### config.mk
export PLATFORM = sky130hd
export DESIGN_NAME = masked_byte_signature_scan_core
export DESIGN_NICKNAME = d
export VERILOG_FILES = /design/src/sv/mbss_pkg.sv /design/src/sv/mbss_cfg.sv /design/src/sv/mbss_win.sv /design/src/sv/mbss_eval.sv /design/src/sv/masked_byte_signature_scan_core.sv
export SDC_FILE = /design/constraint.sdc
export NUM_CORES = 2
export LEC_CHECK = 0
export BUFFER_PORTS_ARGS = -buffer_cell sky130_fd_sc_hd__buf_4
export CAP_MARGIN = 20
export CORE_MARGIN = 3
export CORE_UTILIZATION = 45
export CTS_CLUSTER_DIAMETER = 40
export DETAILED_ROUTE_END_ITERATION = 8
export PLACE_DENSITY = 0.6
export SLEW_MARGIN = 15
export SYNTH_ARGS = -nofsm -noshare
export SYNTH_HDL_FRONTEND = slang
export SYNTH_SLANG_ARGS = --single-unit
### constraint.sdc
create_clock -name clk -period 10.86 [get_ports clk]
set_input_delay 1.629 -clock clk [delete_from_list [all_inputs] [get_ports clk]]
set_output_delay 1.629 -clock clk [all_outputs]
set_load 0.02 [all_outputs]
### src/sv/mbss_pkg.sv
`timescale 1ns / 1ps

package mbss_pkg;

    // Default window depth in bytes
    localparam int MAX_PATTERN_BYTES = 32;

    // Bytes in the relative word
    localparam int REL_WORD_BYTES = 4;

    // Configuration register indexes
    typedef enum logic [2:0] {
        REG_PAT_0_7   = 3'd0,
        REG_PAT_8_15  = 3'd1,
        REG_PAT_16_23 = 3'd2,
        REG_PAT_24_31 = 3'd3,
        REG_CARE_MASK = 3'd4,
        REG_PAT_LEN   = 3'd5,
        REG_SKIP      = 3'd6,
        REG_REL_SEL   = 3'd7
    } cfg_reg_t;

    // Settings derived from the configuration registers, used per word
    typedef struct packed {
        logic        rel;   // relative mode
        logic [63:0] adj;   // added to the newest-byte address
        logic [15:0] skip;  // matches to pass over
    } cfg_ctrl_t;

    // Flags of the word held in the window stage
    typedef struct packed {
        logic valid;
        logic first;
        logic last;
    } win_stat_t;

endpackage

### src/sv/mbss_cfg.sv
`timescale 1ns / 1ps

module mbss_cfg #(
    parameter int MAX_PATTERN_BYTES = mbss_pkg::MAX_PATTERN_BYTES
) (
    input  logic                                   clk,
    input  logic                                   rst_n,
    input  logic                                   cfg_valid,
    output logic                                   cfg_ready,
    input  logic [2:0]                             cfg_index,
    input  logic [63:0]                            cfg_data,
    output logic [MAX_PATTERN_BYTES-1:0][7:0]      apat,
    output logic [MAX_PATTERN_BYTES-1:0]           acare,
    output logic [$clog2(MAX_PATTERN_BYTES+1)-1:0] w_len,
    output logic [$clog2(MAX_PATTERN_BYTES)-1:0]   wbase,
    output mbss_pkg::cfg_ctrl_t                    ctrl
);

    localparam int CNT_W = $clog2(MAX_PATTERN_BYTES + 1);
    localparam int IDX_W = $clog2(MAX_PATTERN_BYTES);

    logic [3:0][63:0] pat_reg;
    logic [31:0]      mask_reg;
    logic [5:0]       len_reg;
    logic [15:0]      skip_reg;
    logic [4:0]       rel_reg;

    logic [MAX_PATTERN_BYTES-1:0][7:0] apat_reg, apat_next;
    logic [MAX_PATTERN_BYTES-1:0]      acare_reg, acare_next;
    logic [CNT_W-1:0]                  w_reg, w_next;
    logic [IDX_W-1:0]                  wbase_reg, wbase_next;
    mbss_pkg::cfg_ctrl_t               ctrl_reg, ctrl_next;

    assign cfg_ready = 1'b1;

    always_ff @(posedge clk or negedge rst_n)
    begin
        if (!rst_n)
        begin
            pat_reg  <= '0;
            mask_reg <= '0;
            len_reg  <= 6'd1;
            skip_reg <= '0;
            rel_reg  <= '0;
        end
        else if (cfg_valid)
        begin
            unique case (cfg_index)
                mbss_pkg::REG_PAT_0_7:   pat_reg[0] <= cfg_data;
                mbss_pkg::REG_PAT_8_15:  pat_reg[1] <= cfg_data;
                mbss_pkg::REG_PAT_16_23: pat_reg[2] <= cfg_data;
                mbss_pkg::REG_PAT_24_31: pat_reg[3] <= cfg_data;
                mbss_pkg::REG_CARE_MASK: mask_reg   <= cfg_data[31:0];
                mbss_pkg::REG_PAT_LEN:   len_reg    <= cfg_data[5:0];
                mbss_pkg::REG_SKIP:      skip_reg   <= cfg_data[15:0];
                mbss_pkg::REG_REL_SEL:   rel_reg    <= cfg_data[4:0];
                default: ;
            endcase
        end
    end

    // Align pattern and care bits to window slots (slot 0 holds the newest byte)
    always_comb
    begin
        int         len_i;
        int         off_i;
        int         w_i;
        int         pos_i;
        logic [4:0] pidx;
        logic [255:0] pat_flat;

        pat_flat = pat_reg;
        len_i = int'(len_reg);
        if (len_i == 0)
            len_i = 1;
        if (len_i > MAX_PATTERN_BYTES)
            len_i = MAX_PATTERN_BYTES;
        w_i   = len_i;
        off_i = 0;
        if (rel_reg != 5'd0)
        begin
            off_i = int'(rel_reg) - 1;
            if (off_i > MAX_PATTERN_BYTES - mbss_pkg::REL_WORD_BYTES)
                off_i = MAX_PATTERN_BYTES - mbss_pkg::REL_WORD_BYTES;
            if (off_i + mbss_pkg::REL_WORD_BYTES > w_i)
                w_i = off_i + mbss_pkg::REL_WORD_BYTES;
        end

        for (int j = 0; j < MAX_PATTERN_BYTES; j++)
        begin
            pos_i = w_i - 1 - j;
            pidx  = pos_i[4:0];
            if (j < w_i && pos_i < 32 && pos_i < len_i)
            begin
                apat_next[j]  = pat_flat[8*pidx +: 8];
                acare_next[j] = mask_reg[pidx];
            end
            else
            begin
                apat_next[j]  = 8'h00;
                acare_next[j] = 1'b0;
            end
        end

        w_next          = CNT_W'(w_i);
        ctrl_next.rel   = (rel_reg != 5'd0);
        ctrl_next.skip  = skip_reg;
        if (rel_reg != 5'd0)
        begin
            wbase_next    = IDX_W'(w_i - mbss_pkg::REL_WORD_BYTES - off_i);
            ctrl_next.adj = 64'(off_i + mbss_pkg::REL_WORD_BYTES + 1 - w_i);
        end
        else
        begin
            wbase_next    = '0;
            ctrl_next.adj = 64'(1 - w_i);
        end
    end

    always_ff @(posedge clk or negedge rst_n)
    begin
        if (!rst_n)
        begin
            apat_reg  <= '0;
            acare_reg <= '0;
            w_reg     <= CNT_W'(1);
            wbase_reg <= '0;
            ctrl_reg  <= '0;
        end
        else
        begin
            apat_reg  <= apat_next;
            acare_reg <= acare_next;
            w_reg     <= w_next;
            wbase_reg <= wbase_next;
            ctrl_reg  <= ctrl_next;
        end
    end

    assign apat  = apat_reg;
    assign acare = acare_reg;
    assign w_len = w_reg;
    assign wbase = wbase_reg;
    assign ctrl  = ctrl_reg;

endmodule

### src/sv/mbss_win.sv
`timescale 1ns / 1ps

module mbss_win #(
    parameter int MAX_PATTERN_BYTES = mbss_pkg::MAX_PATTERN_BYTES
) (
    input  logic                                   clk,
    input  logic                                   rst_n,
    input  logic                                   in_valid,
    output logic                                   in_ready,
    input  logic [7:0]                             data_byte,
    input  logic                                   first_byte,
    input  logic                                   last_byte,
    input  logic [63:0]                            base_address,
    input  logic                                   adv,
    output logic [MAX_PATTERN_BYTES-1:0][7:0]      window,
    output logic [63:0]                            cur_addr,
    output logic [$clog2(MAX_PATTERN_BYTES+1)-1:0] seen,
    output mbss_pkg::win_stat_t                    stat
);

    localparam int CNT_W = $clog2(MAX_PATTERN_BYTES + 1);

    logic [MAX_PATTERN_BYTES-1:0][7:0] window_reg;
    logic [63:0]                       addr_reg;
    logic [CNT_W-1:0]                  seen_reg, seen_next;
    mbss_pkg::win_stat_t               stat_reg;
    logic                              accept;

    // Take a word when the stage is empty or drains this cycle
    assign in_ready = !stat_reg.valid || adv;
    assign accept   = in_valid && in_ready;

    always_comb
    begin
        if (first_byte)
            seen_next = CNT_W'(1);
        else if (seen_reg < CNT_W'(MAX_PATTERN_BYTES))
            seen_next = seen_reg + CNT_W'(1);
        else
            seen_next = seen_reg;
    end

    always_ff @(posedge clk or negedge rst_n)
    begin
        if (!rst_n)
        begin
            window_reg <= '0;
            addr_reg   <= '0;
            seen_reg   <= '0;
            stat_reg   <= '0;
        end
        else if (accept)
        begin
            window_reg     <= {window_reg[MAX_PATTERN_BYTES-2:0], data_byte};
            addr_reg       <= first_byte ? base_address : addr_reg + 64'd1;
            seen_reg       <= seen_next;
            stat_reg.valid <= 1'b1;
            stat_reg.first <= first_byte;
            stat_reg.last  <= last_byte;
        end
        else if (adv)
        begin
            stat_reg.valid <= 1'b0;
        end
    end

    assign window   = window_reg;
    assign cur_addr = addr_reg;
    assign seen     = seen_reg;
    assign stat     = stat_reg;

endmodule

### src/sv/mbss_eval.sv
`timescale 1ns / 1ps

module mbss_eval #(
    parameter int MAX_PATTERN_BYTES = mbss_pkg::MAX_PATTERN_BYTES
) (
    input  logic                                   clk,
    input  logic                                   rst_n,
    input  logic [MAX_PATTERN_BYTES-1:0][7:0]      window,
    input  logic [63:0]                            cur_addr,
    input  logic [$clog2(MAX_PATTERN_BYTES+1)-1:0] seen,
    input  mbss_pkg::win_stat_t                    stat,
    input  logic [MAX_PATTERN_BYTES-1:0][7:0]      apat,
    input  logic [MAX_PATTERN_BYTES-1:0]           acare,
    input  logic [$clog2(MAX_PATTERN_BYTES+1)-1:0] w_len,
    input  logic [$clog2(MAX_PATTERN_BYTES)-1:0]   wbase,
    input  mbss_pkg::cfg_ctrl_t                    ctrl,
    output logic                                   adv,
    output logic                                   out_valid,
    input  logic                                   out_ready,
    output logic                                   found,
    output logic [63:0]                            address
);

    localparam int IDX_W = $clog2(MAX_PATTERN_BYTES);

    logic        hit_done_reg, hit_done_next;
    logic [15:0] matches_reg, matches_next;
    logic        out_valid_reg, out_valid_next;
    logic        found_reg, found_next;
    logic [63:0] addr_reg, addr_next;

    logic        match;
    logic [31:0] word;
    logic [63:0] target;

    assign adv = !out_valid_reg || out_ready;

    always_comb
    begin
        logic [IDX_W-1:0] widx;

        match = 1'b1;
        for (int j = 0; j < MAX_PATTERN_BYTES; j++)
        begin
            if (acare[j] && window[j] != apat[j])
                match = 1'b0;
        end

        // Byte k of the word sits k slots newer than the oldest word byte
        for (int k = 0; k < mbss_pkg::REL_WORD_BYTES; k++)
        begin
            widx = IDX_W'(int'(wbase) + mbss_pkg::REL_WORD_BYTES - 1 - k);
            word[8*k +: 8] = ctrl.rel ? window[widx] : 8'h00;
        end

        target = cur_addr + ctrl.adj + {32'd0, word};
    end

    always_comb
    begin
        logic        done_eff;
        logic [15:0] passed_eff;

        done_eff       = stat.first ? 1'b0 : hit_done_reg;
        passed_eff     = stat.first ? 16'd0 : matches_reg;
        hit_done_next  = hit_done_reg;
        matches_next   = matches_reg;
        out_valid_next = 1'b0;
        found_next     = found_reg;
        addr_next      = addr_reg;

        if (stat.valid)
        begin
            hit_done_next = done_eff;
            matches_next  = passed_eff;
            if (!done_eff)
            begin
                if (seen >= w_len && match && passed_eff == ctrl.skip)
                begin
                    hit_done_next  = 1'b1;
                    out_valid_next = 1'b1;
                    found_next     = 1'b1;
                    addr_next      = target;
                end
                else
                begin
                    if (seen >= w_len && match)
                        matches_next = passed_eff + 16'd1;
                    if (stat.last)
                    begin
                        hit_done_next  = 1'b1;
                        out_valid_next = 1'b1;
                        found_next     = 1'b0;
                        addr_next      = '0;
                    end
                end
            end
        end
    end

    always_ff @(posedge clk or negedge rst_n)
    begin
        if (!rst_n)
        begin
            hit_done_reg  <= 1'b0;
            matches_reg   <= '0;
            out_valid_reg <= 1'b0;
            found_reg     <= 1'b0;
            addr_reg      <= '0;
        end
        else if (adv)
        begin
            hit_done_reg  <= hit_done_next;
            matches_reg   <= matches_next;
            out_valid_reg <= out_valid_next;
            found_reg     <= found_next;
            addr_reg      <= addr_next;
        end
    end

    assign out_valid = out_valid_reg;
    assign found     = found_reg;
    assign address   = addr_reg;

    a_notfound_zero: assert property (@(posedge clk) disable iff (!rst_n)
        out_valid_reg && !found_reg |-> addr_reg == 64'd0)
        else $error("not-found result carries a nonzero address");

    a_one_per_region: assert property (@(posedge clk) disable iff (!rst_n)
        stat.valid && !stat.first && hit_done_reg && adv |=> !out_valid_reg)
        else $error("second result in one region");

    a_result_source: assert property (@(posedge clk) disable iff (!rst_n)
        $rose(out_valid_reg) |-> $past(stat.valid))
        else $error("result without a word in the window stage");

endmodule

### src/sv/masked_byte_signature_scan_core.sv
`timescale 1ns / 1ps
// Path: window register, then the result register of the evaluation stage.
// Throughput: one byte per cycle unless a result waits on m_tready; slots compare in parallel.
// A configuration write applies after its register and then the derived settings register.
// Reset (rst_n low, asynchronous): window, counters and registers clear,
// pattern_length returns to 1; no result is pending.

module masked_byte_signature_scan_core #(
    parameter int MAX_PATTERN_BYTES = mbss_pkg::MAX_PATTERN_BYTES
) (
    input  logic        clk,
    input  logic        rst_n,
    input  logic        s_tvalid,
    output logic        s_tready,
    input  logic [71:0] s_tdata,   // data_byte [7:0], base_address [71:8]
    input  logic        s_tuser,   // first_byte
    input  logic        s_tlast,   // last_byte
    output logic        m_tvalid,
    input  logic        m_tready,
    output logic [63:0] m_tdata,   // address [63:0]
    output logic        m_tuser,   // found
    input  logic        cfg_valid,
    output logic        cfg_ready,
    input  logic [2:0]  cfg_index,
    input  logic [63:0] cfg_data
);

    localparam int CNT_W = $clog2(MAX_PATTERN_BYTES + 1);
    localparam int IDX_W = $clog2(MAX_PATTERN_BYTES);

    logic [MAX_PATTERN_BYTES-1:0][7:0] apat;
    logic [MAX_PATTERN_BYTES-1:0]      acare;
    logic [CNT_W-1:0]                  w_len;
    logic [IDX_W-1:0]                  wbase;
    mbss_pkg::cfg_ctrl_t               ctrl;

    logic [MAX_PATTERN_BYTES-1:0][7:0] window;
    logic [63:0]                       cur_addr;
    logic [CNT_W-1:0]                  seen;
    mbss_pkg::win_stat_t               stat;
    logic                              adv;

    mbss_cfg #(
        .MAX_PATTERN_BYTES(MAX_PATTERN_BYTES)
    ) u_cfg (
        .clk      (clk),
        .rst_n    (rst_n),
        .cfg_valid(cfg_valid),
        .cfg_ready(cfg_ready),
        .cfg_index(cfg_index),
        .cfg_data (cfg_data),
        .apat     (apat),
        .acare    (acare),
        .w_len    (w_len),
        .wbase    (wbase),
        .ctrl     (ctrl)
    );

    mbss_win #(
        .MAX_PATTERN_BYTES(MAX_PATTERN_BYTES)
    ) u_win (
        .clk         (clk),
        .rst_n       (rst_n),
        .in_valid    (s_tvalid),
        .in_ready    (s_tready),
        .data_byte   (s_tdata[7:0]),
        .first_byte  (s_tuser),
        .last_byte   (s_tlast),
        .base_address(s_tdata[71:8]),
        .adv         (adv),
        .window      (window),
        .cur_addr    (cur_addr),
        .seen        (seen),
        .stat        (stat)
    );

    mbss_eval #(
        .MAX_PATTERN_BYTES(MAX_PATTERN_BYTES)
    ) u_eval (
        .clk      (clk),
        .rst_n    (rst_n),
        .window   (window),
        .cur_addr (cur_addr),
        .seen     (seen),
        .stat     (stat),
        .apat     (apat),
        .acare    (acare),
        .w_len    (w_len),
        .wbase    (wbase),
        .ctrl     (ctrl),
        .adv      (adv),
        .out_valid(m_tvalid),
        .out_ready(m_tready),
        .found    (m_tuser),
        .address  (m_tdata)
    );

endmodule

==> impl_metrics.csv <==
group,metric,value,unit
critical_path,r2r_start,"u_cfg.rel_reg[0]",
clock_network,post_cts_buffers,0,
clock_network,cts_buffers,206,
routing,drc_errors,0,
routing,vias,74000,
routing,ant_nets,0,
clock_network,cts.sinks,1107,
grt,antenna_found_initial,21,
critical_path,critPathRequiredTime,11.63,ns
grt,grt-ovfl-total,0,
critical_path,critical_path.max_fanout,22,
placed_design,post-dp-hpwl,296000,um
die,initial_core_util,0.455,
routing,drt_iter0_markers,11700,
synthesis,synthArstFlopShare,1.00,
synthesis,synth_ff_type,"dfrtp_1",
grt,track_usage,0.403,
die,core,179000,um^2
synthesis,syn_inst,8346,
clock_network,cts_tree,"built",
layout,layout-drive-gt1-share,0.194,
routing,via_per_inst,6.75,
die,die_h,432,um
layout,area_delta_synth_final,14.5,%
synthesis,ys_ff_latch,1107,
synthesis,synth_area_per_cell,9.78,um^2
clock_network,insertion_delay,0.87,ns
clock_network,postCtsResizedCells,0,
flow_run,drv_cap,0,
die,row_count,155,
sta,hold_viol_final,0,
sta,period_minus_slack,10.01,ns
clock_network,clk_path_buf_depth,3,
clock_network,root_buffer,"clkbuf_16",
sta,worst_slew_pin_slew,1.18,ns
critical_path,worstPathArrival,10.79,ns
grt,grt_max_degree,200,
grt,grt_pass1_wl,537000,um
sta,drv_slew,0,
clock_network,htree_levels,4,
sta,skew,0.0321,ns
grt,grt_pass1_vias,69700,
min_path,holdCritStartpoint,"u_cfg.skip_reg[8]",
sta,relSlewSlack,0.194,
sta,rsz0062_at_grt,"no",
placed_design,routabilityCongestion,1.12,
synthesis,synth_edf_count,0,
critical_path,crit_path_end_kind,"flop",
layout,fillers,16200,
critical_path,critPathSlowestCell,"o21ai_1",
status,status,"complete, no violations",
placed_design,portBuffers,212,
critical_path,cpMostUsedCell,"ha_1",
routing,drt_pass1_iterations,6,
die,pin_count,214,
sta,final.setup.tns,0,ns
routing,routed_wl,383000,um
synthesis,syn-cell-area,81600,um^2
min_path,min_path_type,"reg2reg",
sta,clock.fmax,99.9,MHz
synthesis,seq_area_frac_synth,0.339,
clock_network,postCtsHoldBufs,0,
clock_network,clk_pin_slew_worst_paths,0.06,ns
routing,wl_per_cell,34.9,um
critical_path,critical-path-max-stage-delay,0.79,ns
synthesis,yosys_warnings,0,
die,dieArea,187000,um^2
die,die_x,432,um
critical_path,crit_type,"reg2reg",
layout,final_nets,8891,
synthesis,yosys.cell_types.count,107,
critical_path,critPathLaunchType,"flop",
sta,setup_violations,0,
critical_path,critical_path.startpoint,"u_cfg.rel_reg[0]",
sta,fin_crit_sh,0.922,
-- cell usage after synthesis (all sizes together), types with 57 or more instances --
library cell | instances | area share
nand2 | 1635 | 0.075
dfrtp | 1105 | 0.34
mux2i | 720 | 0.088
a21oi | 539 | 0.034
mux4 | 435 | 0.12
xnor2 | 435 | 0.047
clkbuf | 412 | 0.019
nor2 | 311 | 0.014
mux2 | 289 | 0.040
ha | 283 | 0.043
o21ai | 270 | 0.017
nor4 | 157 | 0.013
inv | 155 | 0.0071
buf | 145 | 0.0091
o22ai | 124 | 0.0095
nand4 | 121 | 0.0093
a22oi | 100 | 0.0092
nor3 | 100 | 0.0062
nand3 | 91 | 0.0056
a21o | 78 | 0.0072
o31a | 78 | 0.0084
nor2b | 66 | 0.0051
a22o | 63 | 0.0068
a2111oi | 57 | 0.0071
-- placed cells by master (no fill, tap or decap), types with 20 or more instances in the layout --
| cell type | instances |
|---|---|
| a21oi_1 | 534 |
| o21ai_0 | 252 |
| a2111oi_1 | 21 |
| and3_1 | 30 |
| ha_1 | 281 |
| o31a_1 | 78 |
| o22ai_1 | 123 |
| a211oi_1 | 26 |
| xor2_1 | 33 |
| a221oi_1 | 20 |
| a22oi_1 | 100 |
| clkbuf_8 | 23 |
| clkbuf_16 | 208 |
| mux4_2 | 435 |
| bufinv_16 | 21 |
| a2111oi_0 | 28 |
| a21o_1 | 78 |
| nand2_1 | 1627 |
| mux2_2 | 289 |
| clkinv_1 | 21 |
| nand2b_1 | 24 |
| buf_4 | 412 |
| o21bai_1 | 20 |
| o31ai_1 | 20 |
| dfrtp_1 | 1104 |
| a31oi_1 | 49 |
| inv_1 | 137 |
| mux2i_1 | 719 |
| nor3_1 | 93 |
| inv_6 | 44 |
| xnor2_1 | 419 |
| nand4_1 | 121 |
| nor2b_1 | 66 |
| nor4_1 | 148 |
| nand3_1 | 91 |
| and2_1 | 26 |
| a22o_1 | 63 |
| nor2_1 | 301 |
| fa_1 | 35 |
-- layout make-up --
type	count	area [um^2]	area share
timing repair buffer	426	3360	0.0359
clock buffer	241	5560	0.0595
tap	2355	2950	0.0315
inverter	177	676	0.00723
multi-input combinational	6509	51400	0.550
sequential	1107	27700	0.296
clock inverter	144	1810	0.0194
antenna	11	27.5	0.000295
-- critical path: cells and delay by family, from the launching register on --
kind	cells	cell delay, ns
AO/OA/AOI/OAI	10	3.58
adder cells (fa/ha/maj)	6	2.15
XOR/XNOR	5	1.21
buffers and inverters	8	1.99
AND/OR/NAND/NOR	3	0.53
flip-flops	1	0.42
-- routing by layer --
layer / part of all wire / global-route usage / vias to the layer above
met4: 0.058 / 0.198 / 20
met1: 0.41 / 0.568 / 37200
met5: 0.00031 / 0 / -
met2: 0.41 / 0.564 / 5021
met3: 0.12 / 0.117 / 880
li1: - / - / 30900
-- logic make-up (layout without fill, tap and decap cells) --
logic type / after synthesis / count (layout) / share of synthesized area
AOI/OAI and AO/OA: 1622 / 1622 / 0.130
adders and majority gates: 318 / 318 / 0.0520
other: 2 / 17 / 0.0000920
muxes: 1444 / 1444 / 0.248
xor gates and xnor gates: 473 / 473 / 0.0509
and+or+nand+nor: 2646 / 2646 / 0.143
DFF: 1107 / 1107 / 0.339
buffers and inverters: 734 / 988 / 0.0362
-- worst paths after layout --
check                                     to  slack, ns  depth (start not counted)
min in group asynchronous     u_cfg.ctrl[36]       0.73                          1
setup / recovery              u_cfg.apat[92]       0.85                         32
max in group asynchronous  u_win.window[123]       7.94                          3
setup reg to reg              u_cfg.apat[92]       0.85                         32
hold reg to reg                u_cfg.ctrl[8]       0.37                          0
hold / removal                 u_cfg.ctrl[8]       0.37                          0
-- metrics by stage --
stage          setup slack [ns]  hold WS, ns  area, um^2  std cells  utilization
2_1_floorplan              1.34        0.349       81600       8350            -
3_3_place_gp               1.36        0.356       86000      10600        0.479
3_5_place_dp               1.16        0.362       86000      10600        0.480
4_1_cts                    1.12        0.366       93400      11000        0.521
5_1_grt                   0.293        0.370       93400      11000        0.521
6_report                  0.845        0.366       93500      11000        0.521
Power is not shown: default switching activity piles up to over one toggle a cycle in this logic, so the estimate is an artifact.
